==> src/sv/sckm_pkg.sv <==
package sckm_pkg;

    // Command buffer geometry.
    localparam int BUFFER_LENGTH = 10;
    localparam int IDX_W         = 4;
    localparam int CHAR_W        = 7;
    localparam int KW_COUNT      = 16;
    localparam int KW_ID_W       = 4;
    localparam int KW_MAX_LEN    = 3;
    localparam int KW_LEN_W      = 2;

    // Stream widths.
    localparam int IN_TDATA_W  = 8;
    localparam int OUT_TDATA_W = 8;

    localparam logic [IN_TDATA_W-1:0] CHAR_CR = 8'd13;

    typedef logic [CHAR_W-1:0]                  t_char;
    typedef logic [KW_MAX_LEN-1:0][CHAR_W-1:0]  t_head;
    typedef logic [IDX_W-1:0]                   t_idx;

    typedef struct packed {
        logic                 matched;
        logic [KW_ID_W-1:0]   command_id;
    } t_result;

    // Keyword lengths, by keyword number.
    localparam logic [KW_LEN_W-1:0] KW_LEN [KW_COUNT] = '{
        2'd3, 2'd3, 2'd3, 2'd2, 2'd2, 2'd2, 2'd1, 2'd1,
        2'd3, 2'd3, 2'd3, 2'd3, 2'd3, 2'd3, 2'd3, 2'd1
    };

    // Keyword text; position 0 is the first character, unused positions are zero.
    localparam t_char KW_TEXT [KW_COUNT][KW_MAX_LEN] = '{
        '{7'h43, 7'h53, 7'h30}, '{7'h43, 7'h53, 7'h31}, '{7'h43, 7'h53, 7'h54},
        '{7'h4C, 7'h30, 7'h00}, '{7'h4C, 7'h31, 7'h00}, '{7'h4C, 7'h54, 7'h00},
        '{7'h54, 7'h00, 7'h00}, '{7'h53, 7'h00, 7'h00},
        '{7'h43, 7'h43, 7'h43}, '{7'h43, 7'h43, 7'h54}, '{7'h43, 7'h43, 7'h52},
        '{7'h43, 7'h43, 7'h30}, '{7'h43, 7'h43, 7'h31},
        '{7'h50, 7'h41, 7'h30}, '{7'h50, 7'h41, 7'h31},
        '{7'h4B, 7'h00, 7'h00}
    };

    // True for letters, digits, '+', '/' and '='.
    function automatic logic in_alphabet(input logic [IN_TDATA_W-1:0] b);
        logic ok;
        ok = ((b >= 8'h41) && (b <= 8'h5A)) ||
             ((b >= 8'h61) && (b <= 8'h7A)) ||
             ((b >= 8'h30) && (b <= 8'h39)) ||
             (b == 8'h2B) || (b == 8'h2F) || (b == 8'h3D);
        return ok;
    endfunction

    // Compares the buffered command against every keyword; the lowest number wins.
    function automatic t_result match_keyword(input t_head head, input t_idx len);
        t_result res;
        logic    eq;
        res = '0;
        for (int k = 0; k < KW_COUNT; k++) begin
            eq = (len == t_idx'(KW_LEN[k]));
            for (int i = 0; i < KW_MAX_LEN; i++) begin
                if ((i < int'(KW_LEN[k])) && (head[i] != KW_TEXT[k][i])) begin
                    eq = 1'b0;
                end
            end
            if (eq && !res.matched) begin
                res.matched    = 1'b1;
                res.command_id = KW_ID_W'(k);
            end
        end
        return res;
    endfunction

endpackage

==> src/sv/serial_command_keyword_matcher.sv <==
// Serial command keyword matcher.
// The slave stream carries one received byte per transaction in tdata[7:0].
// Letters, digits, '+', '/' and '=' are collected as command text; a
// carriage return ends the command and any other byte is dropped silently.
// Each carriage return yields exactly one master transaction: tdata[0] is
// the match flag and tdata[4:1] the keyword number (zero without a match).
// A carriage return passes the input register and then the result register
// before its result is shown on the master side.
// Throughput: one byte per cycle. The only limit is the result register:
// while it holds a result that the receiver stalls, a carriage return waits
// in the input register and the slave side stops after that; text bytes
// keep flowing while the pending result is not yet taken.
// Reset (synchronous, active low) empties both registers and clears the
// write index and the first buffer entries; no clearing pass is needed.
// The write index wraps to zero after BUFFER_LENGTH text bytes.
module serial_command_keyword_matcher (
    input  logic                              i_clk,
    input  logic                              i_rst_n,
    input  logic                              i_s_axis_tvalid,
    output logic                              o_s_axis_tready,
    // [7:0] rx_byte
    input  logic [sckm_pkg::IN_TDATA_W-1:0]   i_s_axis_tdata,
    output logic                              o_m_axis_tvalid,
    input  logic                              i_m_axis_tready,
    // [0] matched, [4:1] command_id, [7:5] zero
    output logic [sckm_pkg::OUT_TDATA_W-1:0]  o_m_axis_tdata
);
    import sckm_pkg::*;

    logic                   r_in_valid;
    logic [IN_TDATA_W-1:0]  r_in_byte;
    t_idx                   r_idx;
    t_head                  r_head;
    logic                   r_out_valid;
    t_result                r_out;

    logic     out_free;
    logic     in_is_cr;
    logic     advance;
    t_idx     n_idx;
    t_head    n_head;
    t_result  n_out;

    // The stored byte moves on unless it needs the result slot and it is busy.
    assign out_free        = !r_out_valid || i_m_axis_tready;
    assign in_is_cr        = (r_in_byte == CHAR_CR);
    assign advance         = r_in_valid && (!in_is_cr || out_free);
    assign o_s_axis_tready = !r_in_valid || advance;

    // Buffer and index update, and the keyword compare.
    always_comb begin
        n_idx  = r_idx;
        n_head = r_head;
        n_out  = match_keyword(r_head, r_idx);
        if (in_is_cr) begin
            n_idx = '0;
        end else if (in_alphabet(r_in_byte)) begin
            for (int i = 0; i < KW_MAX_LEN; i++) begin
                if (r_idx == t_idx'(i)) begin
                    n_head[i] = r_in_byte[CHAR_W-1:0];
                end
            end
            if (r_idx == t_idx'(BUFFER_LENGTH - 1)) begin
                n_idx = '0;
            end else begin
                n_idx = r_idx + t_idx'(1);
            end
        end
    end

    // Input register.
    always_ff @(posedge i_clk) begin
        if (!i_rst_n) begin
            r_in_valid <= 1'b0;
        end else if (o_s_axis_tready) begin
            r_in_valid <= i_s_axis_tvalid;
        end
        if (o_s_axis_tready && i_s_axis_tvalid) begin
            r_in_byte <= i_s_axis_tdata;
        end
    end

    // Command state.
    always_ff @(posedge i_clk) begin
        if (!i_rst_n) begin
            r_idx  <= '0;
            r_head <= '0;
        end else if (advance) begin
            r_idx  <= n_idx;
            r_head <= n_head;
        end
    end

    // Result register.
    always_ff @(posedge i_clk) begin
        if (!i_rst_n) begin
            r_out_valid <= 1'b0;
        end else if (advance && in_is_cr) begin
            r_out_valid <= 1'b1;
        end else if (i_m_axis_tready) begin
            r_out_valid <= 1'b0;
        end
        if (advance && in_is_cr) begin
            r_out <= n_out;
        end
    end

    assign o_m_axis_tvalid = r_out_valid;
    assign o_m_axis_tdata  = {3'b000, r_out.command_id, r_out.matched};

endmodule

==> config.mk <==
export PLATFORM = sky130hd
export DESIGN_NAME = serial_command_keyword_matcher
export DESIGN_NICKNAME = d
export VERILOG_FILES = /design/src/sv/sckm_pkg.sv /design/src/sv/serial_command_keyword_matcher.sv
export SDC_FILE = /design/constraint.sdc
export NUM_CORES = 1
export LEC_CHECK = 0
export BUFFER_PORTS_ARGS = -buffer_cell sky130_fd_sc_hd__buf_4
export CORE_MARGIN = 4
export CORE_UTILIZATION = 50
export DETAILED_ROUTE_END_ITERATION = 10
export PLACE_DENSITY_LB_ADDON = 0.05
export SLEW_MARGIN = 10
export SYNTH_ARGS = -nofsm -noshare
export SYNTH_HDL_FRONTEND = slang
export SYNTH_SLANG_ARGS = --single-unit
export TNS_END_PERCENT = 1
==> constraint.sdc <==
create_clock -name i_clk -period 2 [get_ports i_clk]
set_input_delay 0.2 -clock i_clk [delete_from_list [all_inputs] [get_ports i_clk]]
set_output_delay 0.2 -clock i_clk [all_outputs]
set_load 0.005 [all_outputs]
======== Word level (Yosys, flattened, before mapping) ========
Cells that the tools add are included.
operators by class
  $add $sub $neg .......................... 1
  magnitude comparators ................... 6
  eq/ne operators ......................... 25
  mux-type cells .......................... 42
  bitwise gates (word level) .............. 1
  reduce and logical (&&, ||, !) cells .... 57
operators with widths
  operator                                                                             number
  7-bit inequality test, second input constant                                         13
  5-bit 2-to-1 mux                                                                     15
  7-bit by 6-bit inequality test with 1-bit output, second input constant              4
  8-bit by 6-bit == test with 1-bit output, second input constant                      3
  1-bit 2-to-1 mux                                                                     24
  1-bit logical AND                                                                    21
  1-bit logical NOT                                                                    18
  8-bit by 7-bit greater-or-equal comparator with 1-bit output, second input constant  2
  8-bit by 7-bit <= comparator with 1-bit output, second input constant                2
  4-bit 2-to-1 mux                                                                     3
  4-bit AND reduction                                                                  3
  4-bit by 2-bit == test with 1-bit output, second input constant                      2
  8-bit by 4-bit == test with 1-bit output, second input constant                      1
  8-bit by 6-bit greater-or-equal comparator with 1-bit output, second input constant  1
  8-bit by 6-bit <= comparator with 1-bit output, second input constant                1
  1-bit logical OR                                                                     8
  8-bit OR reduction                                                                   1
  4-bit by 1-bit adder with 4-bit output, second input constant                        1
  4-bit by 1-bit == test with 1-bit output, second input constant                      1
  4-bit == test, second input constant                                                 1
  4-bit logical NOT                                                                    1
  2-bit nonzero test                                                                   2
  4-bit OR reduction                                                                   1
  2-bit AND reduction                                                                  1
  other kinds (2)                                                                      2
storage, ports and cells
  register bits ........................... 40
  bits of input ports ..................... 12
  output and inout port bits .............. 10

======== Logic depth before layout (Yosys ltp) ========
Gate-level depths: netlist of run 1.
  word-level depth ........................ 50
  gate-level depth with buffers ........... 6
  gate-level depth less buffers ........... 5

======== Worst setup path after synthesis of run 1 ========
No wires, ideal clock.
  kind .................................... register to register
  start ................................... register r_in_byte[3]
  end ..................................... register r_in_byte[0] (enable)
  library setup time ...................... 0.378 ns
  arrival ................................. 1.484 ns
  slack ................................... 0.138 ns
  stages on the path, launching flop included .. 5
  path buffers ............................ 1
  period minus slack after synthesis ...... 1.862 ns
  cell sequence ........................... edfxtp_1 -> and4bb_1 -> and4b_1 -> clkbuf_1 -> a31oi_1
on the way
  word-level cells in the longest chain between the ends .. 6
RTL lines
  item                                      RTL line                              text
  start, declared                           serial_command_keyword_matcher.sv:31  logic [IN_TDATA_W-1:0] r_in_byte;
  start signal, assigned                    serial_command_keyword_matcher.sv:79  r_in_byte <= i_s_axis_tdata;
  8-bit by 4-bit == test with 1-bit output  serial_command_keyword_matcher.sv:46  assign in_is_cr = (r_in_byte == CHAR_CR);
  1-bit logical NOT                         serial_command_keyword_matcher.sv:47  assign advance = r_in_valid && (!in_is_cr || out_free);
  1-bit logical OR                          serial_command_keyword_matcher.sv:47
  1-bit logical AND                         serial_command_keyword_matcher.sv:47
  1-bit logical OR                          serial_command_keyword_matcher.sv:48  assign o_s_axis_tready = !r_in_valid || advance;
  1-bit logical AND                         serial_command_keyword_matcher.sv:78  if (o_s_axis_tready && i_s_axis_tvalid) begin
Every way passes these cells.
A chain may end at the register's enable or synchronous reset.

======== Worst setup path after layout of run 1 ========
  start ................................... register r_head[2] (netlist name)
  end ..................................... register r_out, in the netlist o_m_axis_tdata[0], data pin
on the way
  word-level cells in the longest chain between the ends .. 49
  elaborated cells between the ends (all ways) .. 73
RTL lines
  item                           RTL line                               text
  start, declared                serial_command_keyword_matcher.sv:33   t_head r_head;
  start signal, assigned         serial_command_keyword_matcher.sv:90   r_head <= n_head;
  7-bit inequality test          sckm_pkg.sv:62                         if ((i < int'(KW_LEN[k])) && (head[i] != KW_TEXT[k][i])) begin
  1-bit 2-to-1 mux (3 in a row)  sckm_pkg.sv:62
  5-bit 2-to-1 mux               sckm_pkg.sv:66                         if (eq && !res.matched) begin
  1-bit logical NOT              sckm_pkg.sv:66
  1-bit logical AND              sckm_pkg.sv:66
  5-bit 2-to-1 mux               sckm_pkg.sv:66
  1-bit logical NOT              sckm_pkg.sv:66
  1-bit logical AND              sckm_pkg.sv:66
  [... 31 more ...]              -
  1-bit logical NOT              sckm_pkg.sv:66
  1-bit logical AND              sckm_pkg.sv:66
  5-bit 2-to-1 mux               sckm_pkg.sv:66
  1-bit logical NOT              sckm_pkg.sv:66
  1-bit logical AND              sckm_pkg.sv:66
  5-bit 2-to-1 mux               sckm_pkg.sv:66
  1-bit logical NOT              sckm_pkg.sv:66
  1-bit logical AND              sckm_pkg.sv:66
  end signal, assigned           serial_command_keyword_matcher.sv:104  r_out <= n_out;
  end, declared                  serial_command_keyword_matcher.sv:35   t_result r_out;
Several ways; a longest one is shown, not always the timed one.

==> results.json, run 1 <==
{
  "num_antenna_cells": 0,
  "placed_cell_area_um2": 2350,
  "leakage_nw": 1.06,
  "ys.flop_type": "dfxtp_1",
  "ys_seq_area_share_pct": 43.7,
  "fp-row-count": 23,
  "mostFrequentLayoutCells": "nand2_1, buf_4, dfxtp_1",
  "fp.dieH_um": 73.2,
  "cts_hold_buf": 0,
  "syn_area_per_cell_um2": 9.59,
  "regArea_um2": 931,
  "final_common_cell": "nand2_1",
  "final_area_um2": 2460,
  "fill_cells": 344,
  "drc": 0,
  "cts_buffer_depth": 2,
  "synthTopCellsByArea": "dfxtp_1, edfxtp_1, mux2i_1",
  "grt_max_degree": 35,
  "ys_ff_latch": 40,
  "rsz0062_at_grt": "yes",
  "ios": 22,
  "synth_top_area_share_pct": 25.4,
  "clockRootBuffer": "clkbuf_8",
  "die_area_um2": 5360,
  "antenna_found_initial": 0,
  "skew_ns": 0.00532,
  "power_density_nw_per_um2": 733,
  "relSlewSlack_pct": 45.9,
  "dp_hpwl_mm": 3.55,
  "layout-drive-gt1-share_pct": 19.9,
  "slew_viol_final": 0,
  "cp.arrival_ns": 2.06,
  "final_antenna_net_count": 0,
  "initial_core_util_pct": 52.5,
  "cts_tree": "yes",
  "port_buffers": 18,
  "stdcell_count": 296,
  "synthToLayoutAreaGrowth_pct": 15.8,
  "clk_pin_slew_ns": 0.08,
  "htreeDepth": 2,
  "end_kind": "flip-flop",
  "min_period_over_period_pct": 94.5,
  "netlist_area_um2": 2130,
  "drt_iter0_markers": 112,
  "synth_top_cell_by_area": "dfxtp_1",
  "setup_viol": 0,
  "cts_made_buffers": 5,
  "crit_required_ns": 2.17,
  "dp.cells": 288,
  "cap_violations": 0,
  "routed_wl_mm": 4.65,
  "path_class": "flip-flop to flip-flop",
  "grt_pass1_vias": 1677,
  "syn_inst": 222,
  "synth_edf_count": 13,
  "dr.pass1.iters": 4,
  "synth-async-reset-ratio_pct": 0,
  "fin_ws_ns": 0.110,
  "worstMarginPinSlew_ns": 0.807,
  "status": "finished, final reports clean",
  "hold_class": "input port to flip-flop",
  "postCtsSetupBuffers": 0,
  "fin_crit_ns": 1.89,
  "groute.usage.overall_pct": 19.5,
  "wl_per_cell_um": 15.7,
  "die_w_um": 73.2,
  "gp_congestion": 0.832,
  "max_freq_mhz": 529,
  "ys_types": 55,
  "layout.nets": 257,
  "multi_input_area_um2": 1120,
  "totalPowerFinal_mw": 1.80,
  "coreArea_um2": 4060,
  "vdd_drop_max_uv": 526,
  "vias_per_cell": 5.73,
  "critPathLaunchType": "flip-flop",
  "crit_fanout": 5,
  "num_vias": 1697,
  "hold_viol": 0,
  "post-place-ws_ns": 0.112,
  "grt_pass1_wl_mm": 8.02,
  "gr-total-overflow": 0,
  "cts_sinks": 40,
  "yosysWarningCount": 0,
  "insertion_delay_ns": 0.30
}
-- per-layer routing --
| metal | global-route usage, % | vias to the layer above | part of all wire [%] |
|---|---|---|---|
| met5 | 0 | - | 0 |
| met4 | 6.56 | 0 | 1.1 |
| met3 | 4.68 | 5 | 3.7 |
| met2 | 31.5 | 29 | 48 |
| met1 | 25.4 | 802 | 47 |
| li1 | - | 861 | - |
-- cells in the mapped netlist, drive strengths merged, types with 3 or more instances --
cell,count
nor4bb,3
nand2b,3
a31oi,4
nor2b,7
mux2i,22
and4bb,3
o21ai,3
inv,6
nand3b,5
a21oi,4
clkbuf,10
nand3,14
buf,5
nor4b,4
nor3,4
dfxtp,27
nand2,33
nand4,6
nor2,8
edfxtp,13
-- report_power, final --
part	total, mW	internal, mW	switching (mW)
logic	0.226	0.103	0.122
registers	0.912	0.871	0.0402
clock network	0.667	0.370	0.297
total	1.80	1.35	0.460
-- cell type report --
cell class / instances / area share (%)
multi-input combinational: 163 / 45.5
sequential: 40 / 37.8
timing repair buffer: 29 / 8.84
clock buffer: 5 / 2.79
tap: 50 / 2.54
clock inverter: 3 / 1.68
inverter: 6 / 0.914
-- worst max-delay path, cell delays in order, from the launching register on --
cell	delay, ns
dfxtp_1	0.34
nand3b_1	0.19
or4b_4	0.53
or4_1	0.47
o2111a_1	0.14
nand4b_1	0.08
-- path summary, 6_finish.rpt --
path / depth (start not counted) / startpoint / to / slack (ns)
hold reg to reg: 2 / r_head[6] / r_head[6] / 0.48
setup / recovery: 5 / r_head[2] / o_m_axis_tdata[0] / 0.11
setup reg to reg: 5 / r_head[2] / o_m_axis_tdata[0] / 0.11
hold / removal: 1 / i_s_axis_tdata[0] / r_in_byte[0] / 0.08
-- sequential cells by signal, indices dropped and copies added (netlist names) --
signal,cells
o_m_axis_tdata,5
r_head,21
r_in_valid,1
r_in_byte,8
o_m_axis_tvalid,1
r_idx,4
-- logic make-up (layout without fill, tap and decap cells) --
logic type / Yosys count / in the layout / share of synthesized area (%)
and+or+nand+nor: 106 / 106 / 30.0
DFF: 40 / 40 / 43.7
muxes: 22 / 22 / 10.3
buffers and inverters: 21 / 43 / 4.35
AOI/OAI and AO/OA: 29 / 29 / 10.1
xor gates and xnor gates: 3 / 3 / 1.23
other: 1 / 3 / 0.176
-- per-stage QoR --
stage	hold WS [ns]	TNS [ns]	util, %
detailed placement	0.379	0	57.8
global route	0.0610	-0.0120	60.7
global placement	0.378	0	57.8
finish	0.0768	0	60.7
CTS	0.0707	0	60.5
floorplan	0.299	0	-
-- what timing repair did --
| action | CTS | global route |
|---|---|---|
| resized for setup | 0 | 2 |
| endpoints found under the hold margin | 0 | 0 |
| setup endpoints to repair | 0 | 19 |
No activity file was read; power rests on OpenSTA's default activity.
==> run 2, diff against run 1 <==
RECOVER_POWER = 100   (was not set)
==> results.json, run 2 (synthesis gave the netlist of run 1 again) <==
{
  "status": "finished, final reports clean",
  "gr-max-usage-layer": "met2",
  "cts_buffer_depth": 2,
  "fp.dieH_um": 73.2,
  "groute.usage.overall_pct": 19.5,
  "crit_required_ns": 2.17,
  "final_area_um2": 2460,
  "initial_core_util_pct": 52.5,
  "synthToLayoutAreaGrowth_pct": 15.4,
  "gp_congestion": 0.832,
  "critPathSlowestCell": "or4b_4",
  "critPathMaxStageDelay_ns": 0.53,
  "hold_path.startpoint": "i_s_axis_tdata[5]",
  "power_density_nw_per_um2": 734,
  "clk_pin_slew_ns": 0.08,
  "insertion_delay_ns": 0.30,
  "grt_pass1_vias": 1677,
  "fp-row-count": 23,
  "cp.arrival_ns": 2.06,
  "dp.cells": 288,
  "num_antenna_cells": 0,
  "mostFrequentLayoutCells": "nand2_1, dfxtp_1, mux2i_1",
  "end_kind": "flip-flop",
  "routed_wl_mm": 4.63,
  "clockRootBuffer": "clkbuf_8",
  "reg2reg_slack_ns": 0.11,
  "num_vias": 1698,
  "fill_cells": 344,
  "critPathLaunchType": "flip-flop",
  "path_cells": "nand3b_1 > or4b_4 > or4_1 > o2111a_1 > nand4b_1",
  "drc": 0,
  "grt_max_degree": 35,
  "hold_viol": 0,
  "die_w_um": 73.2,
  "cap_violations": 0,
  "layout-drive-gt1-share_pct": 19.9,
  "cts_sinks": 40,
  "max_freq_mhz": 529,
  "final_common_cell": "nand2_1",
  "path_delay_family": "simple AND/OR/NAND/NOR gates",
  "met3_usage_pct": 4.68,
  "layout.nets": 257,
  "final_antenna_net_count": 0,
  "cts_made_buffers": 5,
  "hold_class": "input port to flip-flop",
  "antenna_found_initial": 0,
  "multi_input_area_um2": 1120,
  "dr.pass1.iters": 4,
  "relSlewSlack_pct": 46.2,
  "grt_pass1_wl_mm": 8.02,
  "r2r_start": "r_head[2]",
  "stdcell_count": 296,
  "port_buffers": 18,
  "rsz0062_at_grt": "yes",
  "totalPowerFinal_mw": 1.80,
  "postCtsSetupBuffers": 0,
  "met1_usage_pct": 25.4,
  "placed_cell_area_um2": 2350,
  "skew_ns": 0.00513,
  "fin_crit_ns": 1.89,
  "dp_hpwl_mm": 3.55,
  "die_area_um2": 5360,
  "drt_iter0_markers": 110,
  "largest_reg_flops": 21,
  "setup_viol": 0,
  "wl_per_cell_um": 15.7,
  "min_period_over_period_pct": 94.5,
  "crit_buf_inv": 0,
  "vias_per_cell": 5.74,
  "hold_ws_ns": 0.0982,
  "tns_ns": 0,
  "worstMarginPinSlew_ns": 0.803,
  "regMostFlops": "r_head",
  "ios": 22,
  "path_class": "flip-flop to flip-flop",
  "coreArea_um2": 4060,
  "leakage_nw": 1.05,
  "met2_usage_pct": 31.5,
  "crit_fanout": 5,
  "vdd_drop_max_uv": 527,
  "gr-total-overflow": 0,
  "cp-startpoint": "r_head[2]",
  "htreeDepth": 2,
  "slew_viol_final": 0,
  "cts_tree": "yes",
  "regArea_um2": 931
}
[run 2: cell types whose count changed in the layout (fill, tap and decap cells not counted), sizes merged]
| cell | change |
|---|---|
| clkbuf | +17 |
| buf | -17 |
[run 2: what timing repair did]
| action | CTS | global route |
|---|---|---|
| hold buffers | 0 | 0 |
| endpoints found under the hold margin | 0 | 0 |
| gates resized for setup | 0 | 2 |
| setup endpoints to repair | 0 | 19 |
[run 2: metrics by stage]
stage,setup WS [ns],util (%)
6_report,0.110,60.5
5_1_grt,-0.0107,60.5
4_1_cts,0.106,60.5
3_5_place_dp,0.112,57.8
3_3_place_gp,0.148,57.8
2_1_floorplan,0.138,-
[run 2: area by class of cell]
class | count | share of cell area (%)
Clock buffer | 5 | 2.80
Multi-Input combinational cell | 163 | 45.6
Tap cell | 50 | 2.55
Sequential cell | 40 | 37.9
Inverter | 6 | 0.917
Timing Repair Buffer | 29 | 8.56
Clock inverter | 3 | 1.68
[run 2: layer usage]
metal / vias to the layer above / share of wire (%)
met4: 0 / 1.1
met5: - / 0
met3: 5 / 3.9
met1: 800 / 47
li1: 859 / -
met2: 34 / 48
[run 2: power breakdown]
part | internal (mW) | switching [mW] | total [mW]
Combinational | 0.101 | 0.122 | 0.224
Clock | 0.370 | 0.298 | 0.668
Sequential | 0.871 | 0.0400 | 0.911
[run 2: path summary, 6_finish.rpt]
kind | end | depth (start not counted)
worst max register to register | o_m_axis_tdata[0] | 5
worst min-delay path | r_in_byte[5] | 1
worst min register to register | r_head[6] | 2
worst max-delay path | o_m_axis_tdata[0] | 5
